[src/rtl/core/ipv_pkg.sv]
`default_nettype none

package ipv_pkg;

  localparam logic [7:0] CHAR_ZERO  = 8'h30;
  localparam logic [7:0] CHAR_NINE  = 8'h39;
  localparam logic [7:0] CHAR_LO_A  = 8'h61;
  localparam logic [7:0] CHAR_LO_F  = 8'h66;
  localparam logic [7:0] CHAR_UP_A  = 8'h41;
  localparam logic [7:0] CHAR_UP_F  = 8'h46;
  localparam logic [7:0] CHAR_DOT   = 8'h2e;
  localparam logic [7:0] CHAR_COLON = 8'h3a;

  localparam logic [8:0] V4_GROUP_MAX  = 9'd255;
  localparam logic [8:0] V4_GROUP_SAT  = 9'd256;
  localparam logic [2:0] V4_DIGITS_MAX = 3'd3;
  localparam logic [2:0] V6_DIGITS_MAX = 3'd4;
  localparam logic [2:0] DIGITS_SAT    = 3'd7;
  localparam logic [3:0] SEP_SAT       = 4'd15;
  localparam logic [3:0] V4_SEPS       = 4'd3;
  localparam logic [3:0] V6_SEPS       = 4'd7;

  typedef enum logic [1:0] {
    CLS_NONE = 2'd0,
    CLS_V4   = 2'd1,
    CLS_V6   = 2'd2
  } addr_class_t;

  typedef struct packed {
    logic       is_dec;
    logic       is_hex_letter;
    logic       is_dot;
    logic       is_colon;
    logic [3:0] digit;
  } char_class_t;

endpackage

`default_nettype wire

[src/rtl/core/ipv_classify.sv]
`default_nettype none

module ipv_classify (
  input  wire logic [7:0]          char_code,
  output ipv_pkg::char_class_t     cc
);
  import ipv_pkg::*;

  logic [7:0] dec_off;

  assign dec_off = char_code - CHAR_ZERO;

  always_comb begin
    cc = '0;
    cc.digit = dec_off[3:0];
    if (char_code inside {[CHAR_ZERO:CHAR_NINE]}) begin
      cc.is_dec = 1'b1;
    end else if (char_code inside {[CHAR_LO_A:CHAR_LO_F], [CHAR_UP_A:CHAR_UP_F]}) begin
      cc.is_hex_letter = 1'b1;
    end else if (char_code == CHAR_DOT) begin
      cc.is_dot = 1'b1;
    end else if (char_code == CHAR_COLON) begin
      cc.is_colon = 1'b1;
    end
  end

endmodule

`default_nettype wire

[src/rtl/core/ipv_track.sv]
`default_nettype none

module ipv_track (
  input  wire logic                clk,
  input  wire logic                rst_n,
  input  wire logic                step,
  input  wire logic                last,
  input  wire ipv_pkg::char_class_t cc,
  output ipv_pkg::addr_class_t     cls
);
  import ipv_pkg::*;

  logic       v4_r, v4_nxt;
  logic       v6_r, v6_nxt;
  logic [3:0] sep_r, sep_nxt;
  logic [2:0] dig_r, dig_nxt;
  logic [8:0] val_r, val_nxt;
  logic       sz_r, sz_nxt;

  logic [11:0] prod;
  logic        fin_v4;
  logic        fin_v6;

  assign prod = {val_r, 3'b000} + {2'b00, val_r, 1'b0} + {8'd0, cc.digit};

  always_comb begin
    v4_nxt  = v4_r;
    v6_nxt  = v6_r;
    sep_nxt = sep_r;
    dig_nxt = dig_r;
    val_nxt = val_r;
    sz_nxt  = sz_r;
    if (cc.is_dec || cc.is_hex_letter) begin
      if (dig_r == 3'd0) begin
        sz_nxt = cc.is_dec && (cc.digit == 4'd0);
      end else if (sz_r) begin
        v4_nxt = 1'b0;
      end
      if (dig_r < DIGITS_SAT) begin
        dig_nxt = dig_r + 3'd1;
      end
      if (cc.is_dec) begin
        val_nxt = (prod > {3'd0, V4_GROUP_SAT}) ? V4_GROUP_SAT : prod[8:0];
      end else begin
        v4_nxt = 1'b0;
      end
      if (dig_nxt > V4_DIGITS_MAX || val_nxt > V4_GROUP_MAX) begin
        v4_nxt = 1'b0;
      end
      if (dig_nxt > V6_DIGITS_MAX) begin
        v6_nxt = 1'b0;
      end
    end else if (cc.is_dot || cc.is_colon) begin
      if (cc.is_dot) begin
        v6_nxt = 1'b0;
      end else begin
        v4_nxt = 1'b0;
      end
      if (dig_r == 3'd0) begin
        v4_nxt = 1'b0;
        v6_nxt = 1'b0;
      end
      if (sep_r < SEP_SAT) begin
        sep_nxt = sep_r + 4'd1;
      end
      dig_nxt = 3'd0;
      val_nxt = 9'd0;
      sz_nxt  = 1'b0;
    end else begin
      v4_nxt = 1'b0;
      v6_nxt = 1'b0;
    end
  end

  // final group must be nonempty
  assign fin_v4 = v4_nxt && (dig_nxt != 3'd0) && (sep_nxt == V4_SEPS);
  assign fin_v6 = v6_nxt && (dig_nxt != 3'd0) && (sep_nxt == V6_SEPS);

  always_comb begin
    if (fin_v4) begin
      cls = CLS_V4;
    end else if (fin_v6) begin
      cls = CLS_V6;
    end else begin
      cls = CLS_NONE;
    end
  end

  always_ff @(posedge clk) begin
    if (!rst_n) begin
      v4_r  <= 1'b1;
      v6_r  <= 1'b1;
      sep_r <= 4'd0;
      dig_r <= 3'd0;
      val_r <= 9'd0;
      sz_r  <= 1'b0;
    end else if (step) begin
      if (last) begin
        v4_r  <= 1'b1;
        v6_r  <= 1'b1;
        sep_r <= 4'd0;
        dig_r <= 3'd0;
        val_r <= 9'd0;
        sz_r  <= 1'b0;
      end else begin
        v4_r  <= v4_nxt;
        v6_r  <= v6_nxt;
        sep_r <= sep_nxt;
        dig_r <= dig_nxt;
        val_r <= val_nxt;
        sz_r  <= sz_nxt;
      end
    end
  end

  a_restart: assert property (@(posedge clk) disable iff (!rst_n)
    step && last |=> v4_r && v6_r && sep_r == 4'd0 && dig_r == 3'd0)
    else $error("state not restored after final character");

  a_empty_group: assert property (@(posedge clk) disable iff (!rst_n)
    dig_r == 3'd0 |-> val_r == 9'd0 && !sz_r)
    else $error("empty group carries value or zero flag");

  a_val_sat: assert property (@(posedge clk) disable iff (!rst_n)
    val_r <= V4_GROUP_SAT)
    else $error("group value beyond saturation");

endmodule

`default_nettype wire

[src/rtl/core/ip_address_text_validator.sv]
`default_nettype none
// IPv4 / IPv6 address text validator.
// Input channel: in_char_code carries one character per transfer; in_last_char
// marks the final character of the string. Output channel: out_address_class
// gives one result per string (0 neither, 1 IPv4, 2 IPv6), only for the
// transfer that carried in_last_char.
// A character enters an input register on its transfer; from that register it
// updates the scan state and, if final, loads the result register behind out_valid.
// Throughput: one character per cycle while no held result stalls a final
// character; the scan state update is classify/compare/add logic between the
// input and state registers.
// Reset (rst_n low, synchronous) empties both registers and returns the scan
// to the start of a string. After a final character the scan restarts by
// itself. When the receiver stalls, the result is held in the output register
// and characters keep flowing until a second final character reaches the
// input register; that one waits there and in_ready drops until the held
// result is taken.
module ip_address_text_validator (
  input  wire logic       clk,
  input  wire logic       rst_n,
  input  wire logic       in_valid,
  output logic            in_ready,
  input  wire logic [7:0] in_char_code,
  input  wire logic       in_last_char,
  output logic            out_valid,
  input  wire logic       out_ready,
  output logic [1:0]      out_address_class
);
  import ipv_pkg::*;

  logic        s1_valid_r;
  logic [7:0]  s1_char_r;
  logic        s1_last_r;
  logic        out_valid_r;
  addr_class_t out_cls_r;

  logic        advance;
  char_class_t cc;
  addr_class_t cls;

  assign advance  = s1_valid_r && (!s1_last_r || !out_valid_r || out_ready);
  assign in_ready = !s1_valid_r || advance;

  ipv_classify u_classify (
    .char_code (s1_char_r),
    .cc        (cc)
  );

  ipv_track u_track (
    .clk   (clk),
    .rst_n (rst_n),
    .step  (advance),
    .last  (s1_last_r),
    .cc    (cc),
    .cls   (cls)
  );

  always_ff @(posedge clk) begin
    if (!rst_n) begin
      s1_valid_r <= 1'b0;
    end else if (in_ready) begin
      s1_valid_r <= in_valid;
    end
  end

  always_ff @(posedge clk) begin
    if (in_ready && in_valid) begin
      s1_char_r <= in_char_code;
      s1_last_r <= in_last_char;
    end
  end

  always_ff @(posedge clk) begin
    if (!rst_n) begin
      out_valid_r <= 1'b0;
    end else if (advance && s1_last_r) begin
      out_valid_r <= 1'b1;
    end else if (out_ready) begin
      out_valid_r <= 1'b0;
    end
  end

  always_ff @(posedge clk) begin
    if (advance && s1_last_r) begin
      out_cls_r <= cls;
    end
  end

  assign out_valid         = out_valid_r;
  assign out_address_class = out_cls_r;

  a_no_overwrite: assert property (@(posedge clk) disable iff (!rst_n)
    s1_valid_r && s1_last_r && out_valid_r && !out_ready |-> !in_ready)
    else $error("held result would be overwritten");

endmodule

`default_nettype wire

[config.mk]
export PLATFORM = sky130hd
export DESIGN_NAME = ip_address_text_validator
export DESIGN_NICKNAME = d
export VERILOG_FILES = /design/src/rtl/core/ipv_pkg.sv /design/src/rtl/core/ipv_classify.sv /design/src/rtl/core/ipv_track.sv /design/src/rtl/core/ip_address_text_validator.sv
export SDC_FILE = /design/constraint.sdc
export NUM_CORES = 1
export LEC_CHECK = 0
export ABC_AREA = 1
export BUFFER_PORTS_ARGS = -buffer_cell sky130_fd_sc_hd__buf_2
export CORE_MARGIN = 4
export CORE_UTILIZATION = 30
export DETAILED_ROUTE_END_ITERATION = 7
export GPL_TIMING_DRIVEN = 0
export HOLD_SLACK_MARGIN = 0.08
export PLACE_DENSITY_LB_ADDON = 0.2
export SYNTH_ARGS = -nofsm -noshare
export SYNTH_HDL_FRONTEND = slang
export SYNTH_SLANG_ARGS = --single-unit
[constraint.sdc]
create_clock -name clk -period 3.6 [get_ports clk]
set_clock_uncertainty 0.1 [all_clocks]
set_input_delay 0.36 -clock clk [delete_from_list [all_inputs] [get_ports clk]]
set_output_delay 0.36 -clock clk [all_outputs]
set_load 0.03 [all_outputs]
==> results of run 1 <==
==> cell families (layout without fill, tap and decap cells) <==
group | count (synthesis) | count (layout)
XOR/XNOR | 4 | 4
adder cells (fa/ha/maj) | 22 | 22
AND/OR/NAND/NOR | 166 | 166
flip-flops | 32 | 32
AO/OA/AOI/OAI | 43 | 43
buffers and inverters | 58 | 82
==> Yosys cell counts (all sizes together) <==
cell type  instances
o31ai              1
a21o               1
nand3             26
inv               54
o22ai              2
nor3               4
nand3b             2
a21oi             27
nand4             13
o21bai             1
fa                 2
xnor2              2
nor2              24
nand2             97
buf                1
edfxtp            11
dfxtp             21
ha                20
xor2               2
clkbuf             1
o21ai             11
clkinv             2
==> critical path, delay by kind of cell, from the launching register on <==
family	cells	cell delay [ns]
flops	1	0.47
simple gates	8	0.92
fa+ha+maj	2	1.01
compound gates	1	0.32
buf+inv	2	0.13
==> per-layer routing <==
| layer | wire [um] | GRT usage, % |
|---|---|---|
| met3 | 154 | 2.815 |
| met2 | 2041 | 17.60 |
| met4 | 76 | 4.265 |
| met5 | 0 | 0 |
| met1 | 2571 | 16.43 |
==> flip-flops by register name, indices dropped and copies added, names as in the netlist <==
signal / flops
out_address_class: 2
u_track.val_r: 9
u_track.v4_r: 1
u_track.sz_r: 1
u_track.v6_r: 1
u_track.sep_r: 4
s1_last_r: 1
s1_char_r: 8
u_track.dig_r: 3
s1_valid_r: 1
out_valid: 1
==> cell usage in the layout (no fill, tap or decap), types with 2 or more instances in the layout <==
cell        count
nor3_1          3
nor2_2          3
inv_2           2
a21oi_1        23
ha_1           20
dfxtp_1        21
fa_1            2
clkinvlp_4      2
xor2_1          2
a21oi_2         3
o21ai_0        10
nand3_1        24
clkinv_1        2
nand2_2         4
o22ai_1         2
xnor2_1         2
inv_1          52
nor2_1         20
nand3b_1        2
clkbuf_8        5
buf_2          17
nand2_1        92
nand4_1        12
edfxtp_1       11
==> worst max-delay path by stage <==
| stage | startpoint | end | slack (ns) |
|---|---|---|---|
| 2_1_floorplan | s1_char_r[3]$_DFFE_PP_ | out_address_class[0]$_SDFFCE_PP1P_ | 0.92 |
| 3_3_place_gp | s1_char_r[3]$_DFFE_PP_ | out_address_class[0]$_SDFFCE_PP1P_ | 0.52 |
| 3_5_place_dp | s1_char_r[3]$_DFFE_PP_ | out_address_class[0]$_SDFFCE_PP1P_ | 0.53 |
| 4_1_cts | s1_char_r[3]$_DFFE_PP_ | out_address_class[0]$_SDFFCE_PP1P_ | 0.50 |
| 5_1_grt | s1_char_r[3]$_DFFE_PP_ | out_address_class[0]$_SDFFCE_PP1P_ | 0.28 |
| 6_report | s1_char_r[3]$_DFFE_PP_ | out_address_class[0]$_SDFFCE_PP1P_ | 0.51 |
==> final cells by class <==
type	count	share of cell area (%)
Tap cell	99	4.737
Inverter	56	8.038
Timing Repair Buffer	16	3.062
Sequential cell	32	28.71
Buffer	2	0.3349
Clock buffer	5	2.632
Clock inverter	3	0.9091
Multi-Input combinational cell	235	51.58
==> power groups by stage <==
| stage | clock network [mW] | logic (mW) | registers, mW |
|---|---|---|---|
| global placement | 0 | 0.0614 | 0.402 |
| finish | 0.277 | 0.0610 | 0.394 |
| CTS | 0.287 | 0.0618 | 0.394 |
| global route | 0.307 | 0.0703 | 0.395 |
| floorplan | 0 | 0.0415 | 0.401 |
| detailed placement | 0 | 0.0616 | 0.402 |
==> out/qor.csv, run 1 <==
stage,metric,value,unit
worst_setup_path,crit_chain,inv_2 > fa_1 > fa_1 > nand3b_1 > nand2_1 > nand2_1 > nand3_1 > nand2_1 > a21oi_4 > nand4_2 > nand2_1 > nand2_1 > inv_1,
worst_setup_path,crit_top_cell,nand2_1,
power,powerDensity,279.7,nW/um2
final_layout,seq_area,750.7,um2
synthesis,yosysWarnings,0,
routing,ant_nets,0,
cts,clk_root_buffer_cell,clkbuf_8,
global_routing,track_usage,11.77,%
run_status,run_status,finished clean,
die,core_area,7370,um2
place,dp_hpwl,3.964,mm
power,p_int,541.8,uW
global_routing,grt_max_degree,13,
min_path,whs_endpoint,s1_last_r$_DFFE_PP_,
worst_setup_path,r2r_cells,13,
synthesis,synth_area_leaders,"dfxtp_1 (18%), nand2_1 (15%), edfxtp_1 (14%)",
timing,grt_setup_unrepaired,no,
routing,vias,2030,
power,total_power,731.5,uW
place,dpl_cell_area,2522,um2
timing,worstMarginPinSlew,0.5462,ns
min_path,hold_class,input pin to flop,
synthesis,synth-xor-area-share,1.511,%
power,power.share.sequential,53.8,%
cts,clock_path_buffers,2,
worst_setup_path,arrival,3.16,ns
timing,hold_slack,0.1431,ns
routing,avgViaCountPerCell,4.531,
final_layout,finalNonFillerCells,448,
global_routing,antenna_found_initial,0,
synthesis,ys_seq_elements,32,
timing,fin_crit,3.094,ns
synthesis,synth_area,2318,um2
power,power.share.clock,37.8,%
place,dp.cells,440,
die,die_h,95.91,um
global_routing,overflow,0,
power,comb_power_share,8.3,%
final_layout,layout.nets,383,
worst_setup_path,cp-end-kind,flop,
min_path,hp-start,in_last_char,
global_routing,grt_pass1_vias,1886,
final_layout,drive_above_1_share,12.89,%
place,portBuffers,16,
cts,clk_latency,0.29,ns
timing,maxSlewHeadroom,63.59,%
global_routing,grt_pass1_wl,8.507,mm
final_layout,syn_to_final_growth,12.79,%
power,p_leak,1.232,nW
worst_setup_path,reg2reg_to,out_address_class[0]$_SDFFCE_PP1P_,
synthesis,yosysUniqueCellTypes,34,
timing,slew_viol_final,0,
timing,tns,0,ns
final_layout,n_antenna_cell,0,
cts,cts.clk_slew.worst_paths,0.07,ns
timing,setup_violations,0,
synthesis,synthAdderAreaFrac,12.52,%
synthesis,syn-num-nets,360,
die,initial_core_util,31.46,%
power,power.net_switching,189.7,uW
routing,dr.pass1.iters,4,
synthesis,post-synth-top-area-cell,dfxtp_1,
cts,cts_tree,built,
synthesis,ys_seq_area_share,32.38,%
cts,cts-htree-levels,2,
die,rows,31,
routing,detail_route.wl_per_cell,10.81,um
timing,timing.final.crit_share,85.96,%
final_layout,final_core_util,35.48,%
min_path,hold_depth,1,
synthesis,synth-simple-area-share,32.87,%
worst_setup_path,critPathRequiredTime,3.66,ns
synthesis,yosysTopAreaCellShare,18.13,%
final_layout,final.fill_count,808,
synthesis,synth_compound_area_share,11.28,%
synthesis,synthCells,325,
cts,clock_sinks,32,
power,vdd_drop_max,0.2089,mV
worst_setup_path,crit_path_top_delay_cell,fa_1,
worst_setup_path,cp_max_fo,10,
timing,setup_ws,0.5055,ns
place,gp_congestion,0.7927,
worst_setup_path,critPathLaunchType,flop,
routing,drt-total-wl,4.843,mm
timing,max_freq,323.2,MHz
routing,drc_errors,0,
die,top_level_ports,17,
timing,hold_viol,0,
final_layout,multi_input_area,1349,um2
worst_setup_path,slowest_delay,0.53,ns
cts,postCtsSetupBuffers,0,
worst_setup_path,critPathKind,flop to flop,
synthesis,postSynthAreaPerCell,7.134,um2
die,dieArea,9199,um2
cts,ctsResizeCount,0,
routing,drt_iter0_drc,95,
final_layout,stdcell_area,2615,um2
place,pre_cts_ws,0.5303,ns
worst_setup_path,r2r_start,s1_char_r[3]$_DFFE_PP_,
cts,hold_buffers,0,
cts,numCtsBuffers,5,
power,p_sw_share,25.94,%
synthesis,synth.mux.area_fraction,0,%
die,die-width,95.91,um
synthesis,synth_top_family_by_area,simple AND/OR/NAND/NOR gates,
worst_setup_path,r2r_setup_slack,0.51,ns
job,cap_violations,0,
No activity file was read; power rests on OpenSTA's default activity.
==> run 2: changes to the inputs <==
--- a/config.mk
+++ b/config.mk
@@ -7,6 +7,7 @@
 export LEC_CHECK = 0
 export ABC_AREA = 1
 export BUFFER_PORTS_ARGS = -buffer_cell sky130_fd_sc_hd__buf_2
+export CORE_ASPECT_RATIO = 1.2
 export CORE_MARGIN = 4
 export CORE_UTILIZATION = 30
 export DETAILED_ROUTE_END_ITERATION = 7
==> run 2 against run 1 <==
Compared with the run above: global-route usage increased by 0.45 points; setup slack gained 0.065 ns; critical path depth is the same; clock power grew 22%; register-to-register slack improved by 0.07 ns; maximum frequency up 2.1%; flip-flop and latch count unchanged; largest cell class unchanged; largest power group unchanged.
==> out/qor.csv, run 2 (synthesis results as in run 1) <==
stage,metric,value,unit
cts,cts.clk_slew.worst_paths,0.07,ns
cts,hold_buffers,0,
cts,ctsResizeCount,0,
global_routing,met2_usage,20.59,%
die,die-width,88.25,um
global_routing,grt_max_degree,11,
cts,clk_root_buffer_cell,clkbuf_8,
final_layout,drive_above_1_share,12.61,%
timing,hold_viol,0,
routing,avgViaCountPerCell,4.633,
die,initial_core_util,31.32,%
die,rows,34,
worst_setup_path,r2r_cells,13,
routing,dr.pass1.iters,4,
timing,grt_setup_unrepaired,no,
global_routing,overflow,0,
routing,drt_iter0_drc,91,
global_routing,grt_busiest_layer,met2,
timing,timing.final.crit_share,84.15,%
routing,drt-total-wl,5.074,mm
global_routing,track_usage,12.22,%
routing,drc_errors,0,
final_layout,n_antenna_cell,0,
global_routing,grt_util_met1,15.05,%
cts,postCtsSetupBuffers,0,
place,dp_hpwl,4.125,mm
power,vdd_drop_max,0.2023,mV
place,portBuffers,16,
final_layout,mostFrequentLayoutCell,nand2_1,
worst_setup_path,slowest_delay,0.53,ns
timing,slew_viol_final,0,
worst_setup_path,cp_top_family,adder cells,
min_path,hold_depth,1,
cts,clock_sinks,32,
global_routing,grt_pass1_vias,2009,
final_layout,largest_register_ffs,9,
final_layout,reg_top3,"u_track.val_r (9), s1_char_r (8), u_track.sep_r (4)",
die,core_area,7402,um2
worst_setup_path,crit_top_cell,nand2_1,
worst_setup_path,r2r_start,s1_char_r[3]$_DFFE_PP_,
timing,fin_crit,3.029,ns
worst_setup_path,reg2reg_to,out_address_class[0]$_SDFFCE_PP1P_,
run_status,run_status,finished clean,
worst_setup_path,r2r_setup_slack,0.57,ns
final_layout,layout_common_cells,"nand2_1 (92), inv_1 (52), nand3_1 (24)",
place,gp_congestion,0.7887,
final_layout,syn_to_final_growth,12.95,%
place,pre_cts_ws,0.5481,ns
timing,setup_violations,0,
worst_setup_path,arrival,3.09,ns
timing,setup_ws,0.5706,ns
power,powerDensity,303.0,nW/um2
timing,maxSlewHeadroom,64.85,%
cts,clock_path_buffers,2,
die,die_h,104.3,um
min_path,hp-start,in_char_code[2],
min_path,whs_endpoint,s1_char_r[2]$_DFFE_PP_,
timing,worstMarginPinSlew,0.5272,ns
global_routing,grt_pass1_wl,9.025,mm
global_routing,antenna_found_initial,0,
die,dieArea,9204,um2
global_routing,grt_use_met3,2.615,%
final_layout,final.fill_count,813,
worst_setup_path,cp-end-kind,flop,
routing,ant_nets,0,
routing,detail_route.wl_per_cell,11.56,um
worst_setup_path,cp_max_fo,10,
cts,numCtsBuffers,5,
worst_setup_path,crit_buf_inv,2,
final_layout,final_core_util,35.38,%
cts,cts_tree,built,
final_layout,top_register,u_track.val_r,
worst_setup_path,crit_chain,inv_2 > fa_1 > fa_1 > nand3b_1 > nand2_1 > nand2_1 > nand3_1 > nand2_1 > a21oi_4 > nand4_2 > nand2_1 > nand2_1 > inv_1,
cts,cts-htree-levels,2,
worst_setup_path,critPathRequiredTime,3.66,ns
job,cap_violations,0,
power,total_power,793.4,uW
final_layout,layout.nets,383,
worst_setup_path,critPathKind,flop to flop,
routing,vias,2034,
min_path,hold_class,input pin to flop,
worst_setup_path,crit_path_top_delay_cell,fa_1,
die,top_level_ports,17,
timing,tns,0,ns
timing,max_freq,330.1,MHz
power,p_leak,1.246,nW
cts,clk_latency,0.29,ns
worst_setup_path,critPathLaunchType,flop,
-- run 2: worst register-to-register path: stages, from the launching register on --
cell and delay (ns):
edfxtp_1 0.47, inv_2 0.08, fa_1 0.53, fa_1 0.48, nand3b_1 0.20, nand2_1 0.13
nand2_1 0.08, nand3_1 0.07, nand2_1 0.13, a21oi_4 0.32, nand4_2 0.10, nand2_1 0.13
nand2_1 0.06, inv_1 0.04
-- run 2: worst max path at each step --
stage | start | to | slack [ns] | depth (start not counted)
floorplan | s1_char_r[3]$_DFFE_PP_ | out_address_class[0]$_SDFFCE_PP1P_ | 0.92 | 13
global placement | s1_char_r[3]$_DFFE_PP_ | out_address_class[0]$_SDFFCE_PP1P_ | 0.54 | 13
detailed placement | s1_char_r[3]$_DFFE_PP_ | out_address_class[0]$_SDFFCE_PP1P_ | 0.55 | 13
CTS | s1_char_r[3]$_DFFE_PP_ | out_address_class[0]$_SDFFCE_PP1P_ | 0.52 | 13
global route | s1_char_r[3]$_DFFE_PP_ | out_address_class[0]$_SDFFCE_PP1P_ | 0.34 | 13
finish | s1_char_r[3]$_DFFE_PP_ | out_address_class[0]$_SDFFCE_PP1P_ | 0.57 | 13
-- run 2: per-stage QoR --
stage	hold WS [ns]	instance area, um2	cells
5_1_grt	0.1286	2619	439
3_3_place_gp	0.3446	2511	431
4_1_cts	0.1350	2619	439
3_5_place_dp	0.3574	2511	431
2_1_floorplan	0.3266	2318	325
6_report	0.1429	2619	439
-- run 2: final cells by class --
type / instances / area, um2 / share of cell area [%]
plain buffers: 2 / 8.758 / 0.3344
clock buffers: 6 / 72.57 / 2.771
clock inverters: 2 / 35.03 / 1.338
inverters: 56 / 210.2 / 8.027
multi-input cells: 235 / 1349 / 51.50
flip-flops and latches: 32 / 750.7 / 28.67
well taps: 90 / 112.6 / 4.300
repair buffers: 16 / 80.08 / 3.058
-- run 2: report_power, final --
part	switching [mW]	internal, mW	total, mW
logic	0.0405	0.0210	0.0615
registers	0.00966	0.384	0.394
clock network	0.133	0.205	0.338
-- run 2: per-layer routing --
layer | vias up | part of all wire [%]
met2 | 20 | 50
met5 | - | 0
met4 | 0 | 1.8
li1 | 1101 | -
met1 | 906 | 46
met3 | 7 | 2.8
==> run 3: changes to the inputs <==
--- a/config.mk
+++ b/config.mk
@@ -5,7 +5,7 @@
 export SDC_FILE = /design/constraint.sdc
 export NUM_CORES = 1
 export LEC_CHECK = 0
-export ABC_AREA = 1
+export ABC_AREA = 0
 export BUFFER_PORTS_ARGS = -buffer_cell sky130_fd_sc_hd__buf_2
 export CORE_ASPECT_RATIO = 1.2
 export CORE_MARGIN = 4
==> constraint.sdc (replaced) <==
create_clock -name clk -period 2.7 [get_ports clk]
set_clock_uncertainty 0.1 [all_clocks]
set_input_delay 0.27 -clock clk [delete_from_list [all_inputs] [get_ports clk]]
set_output_delay 0.27 -clock clk [all_outputs]
set_load 0.03 [all_outputs]
==> run 3 against run 2 <==
Compared with the run above: the run now ends with negative setup slack left; setup slack worse by 0.99 ns; design area grew 7.5%; area after synthesis decreased by 0.32%; count of clock-buffer cells in the layout up 1.
==> out/qor.csv, run 3 <==
stage,metric,value,unit
run_status,run_status,finished with violations,
run_status,failed_checks,negative setup slack,
place,portBuffers,16,
worst_setup_path,critPathLaunchType,flop,
global_routing,grt_pass1_wl,9.432,mm
final_layout,reg_top3,"u_track.val_r (9), s1_char_r (8), u_track.sep_r (4)",
final_layout,multi_input_area,1521,um2
worst_setup_path,cp_max_fo,6,
routing,drc_errors,0,
final_layout,final.fill_count,737,
job,cap_violations,0,
place,dp_hpwl,3.946,mm
timing,tns,-3.355,ns
timing,slew_viol_final,0,
routing,ant_nets,0,
synthesis,yosys-top-cells-count,"dfxtp_1 (21), ha_1 (20), nand2_1 (20), a21oi_1 (15), inv_1 (14)",
die,initial_core_util,31.40,%
synthesis,syn-num-nets,287,
timing,fin_crit,3.121,ns
cts,clk_root_buffer_cell,clkbuf_8,
final_layout,seq_area,753.2,um2
final_layout,drive_above_1_share,22.53,%
final_layout,largest_register_ffs,9,
synthesis,post-synth-top-area-cell,dfxtp_1,
die,rows,34,
global_routing,track_usage,12.67,%
synthesis,ys_seq_elements,32,
final_layout,top_register,u_track.val_r,
synthesis,yosysUniqueCellTypes,65,
timing,max_freq,320.4,MHz
routing,avgViaCountPerCell,5.222,
timing,setup_ws,-0.4208,ns
min_path,hold_class,input pin to flop,
timing,timing.final.crit_share,115.6,%
synthesis,synth_ff_type,dfxtp_1,
synthesis,yosysWarnings,0,
final_layout,layout_common_cells,"nand2_1 (19), ha_1 (19), dfxtp_1 (19)",
worst_setup_path,cp-end-kind,flop,
die,core_area,7360,um2
routing,vias,2000,
synthesis,yosysTopAreaCellShare,18.19,%
cts,cts_tree,built,
global_routing,antenna_found_initial,0,
routing,drt-total-wl,5.346,mm
worst_setup_path,arrival,3.25,ns
cts,clock_path_buffers,2,
routing,dr.pass1.iters,4,
worst_setup_path,critPathRequiredTime,2.83,ns
routing,drt_iter0_drc,47,
cts,cts-htree-levels,2,
timing,maxSlewHeadroom,63.47,%
cts,clock_sinks,32,
cts,cts.clk_slew.worst_paths,0.07,ns
routing,detail_route.wl_per_cell,13.96,um
synthesis,synth_most_common_cell,dfxtp_1,
cts,clk_latency,0.28,ns
synthesis,synth_edf_count,11,
power,total_power,960.8,uW
timing,setup_violations,11,
global_routing,grt_pass1_vias,2018,
timing,worstMarginPinSlew,0.5404,ns
power,p_leak,1.163,nW
die,die_h,104.1,um
final_layout,syn_to_final_growth,21.87,%
global_routing,grt_max_degree,11,
power,powerDensity,341.1,nW/um2
place,pre_cts_ws,-0.6224,ns
die,dieArea,9177,um2
synthesis,async_reset_ff_share,0,%
worst_setup_path,critPathKind,flop to flop,
cts,numCtsBuffers,5,
die,top_level_ports,17,
power,vdd_drop_max,0.3362,mV
die,die-width,88.12,um
final_layout,stdcell_area,2816,um2
final_layout,n_antenna_cell,0,
global_routing,overflow,0,
synthesis,postSynthAreaPerCell,9.170,um2
synthesis,synth_area,2311,um2
synthesis,ys_seq_area_share,32.49,%
timing,grt_setup_unrepaired,yes,
final_layout,layout.nets,327,
place,gp_congestion,0.8135,
synthesis,synth_area_leaders,"dfxtp_1 (18%), edfxtp_1 (14%), ha_1 (11%)",
synthesis,synthCells,252,
place,dpl_cell_area,2504,um2
timing,hold_viol,0,
run 3: area by class of cell:
type	instances	share of cell area (%)
Tap cell	90	3.998
Multi-Input combinational cell	196	54.02
Clock buffer	7	2.710
Clock inverter	1	0.1333
Sequential cell	32	26.74
Timing Repair Buffer	33	8.174
Buffer	10	2.355
Inverter	14	1.866
run 3: cell families after synthesis:
logic type / Yosys count / share of synthesized area, %
multiplexers: 2 / 0.8663
AO/OA/AOI/OAI: 66 / 21.12
buffers and inverters: 24 / 5.143
XOR/XNOR: 6 / 2.274
AND/OR/NAND/NOR: 100 / 25.56
flip-flops: 32 / 32.49
adder cells (fa/ha/maj): 22 / 12.56
run 3: repair_timing:
action	CTS	global route
gates resized for setup	12	8
endpoints found under the setup margin	11	11
hold buffers	9	0
endpoints found under the hold margin	9	0
pin swaps	9	6
setup buffers	5	3
run 3: power by group:
part           internal [mW]  switching, mW  leakage [nW]
sequential             0.510         0.0102         0.281
clock                  0.179          0.175        0.0399
combinational         0.0409         0.0449         0.842
total                  0.731          0.230          1.16
run 3: worst max-delay path, cell delays in order, from the launching register on:
cell,delay [ns]
dfxtp_2,0.35
inv_2,0.04
fa_1,0.56
inv_2,0.05
ha_4,0.21
a211o_1,0.28
and3_4,0.18
and3b_1,0.18
or4_4,0.49
nor3_2,0.17
and4bb_4,0.32
a22o_2,0.14
run 3: per-layer routing:
| layer | track usage, % | wire [um] | vias up |
|---|---|---|---|
| li1 | - | - | 1028 |
| met1 | 16.15 | 2395 | 938 |
| met2 | 21.28 | 2689 | 26 |
| met3 | 1.823 | 166 | 8 |
| met4 | 4.752 | 94 | 0 |
| met5 | 0 | 0 | - |
run 3: final timing paths:
check                                                   start                             to  slack (ns)  depth (start not counted)
worst max-delay path            u_track.val_r[2]$_SDFFE_PN0P_  u_track.val_r[2]$_SDFFE_PN0P_       -0.42                         11
worst min-delay path                                 in_valid        s1_valid_r$_SDFFE_PN0N_        0.14                          3
worst max register to register  u_track.val_r[2]$_SDFFE_PN0P_  u_track.val_r[2]$_SDFFE_PN0P_       -0.42                         11
worst min register to register      u_track.v6_r$_SDFFE_PN1P_      u_track.v6_r$_SDFFE_PN1P_        0.37                          2
run 3: through the flow:
step | utilization (%) | hold slack (ns) | instances
2_1_floorplan | - | 0.2689 | 252
3_3_place_gp | 34.02 | 0.3483 | 358
3_5_place_dp | 34.02 | 0.3481 | 358
4_1_cts | 37.49 | 0.1366 | 380
5_1_grt | 38.27 | 0.1720 | 383
6_report | 38.27 | 0.1384 | 383
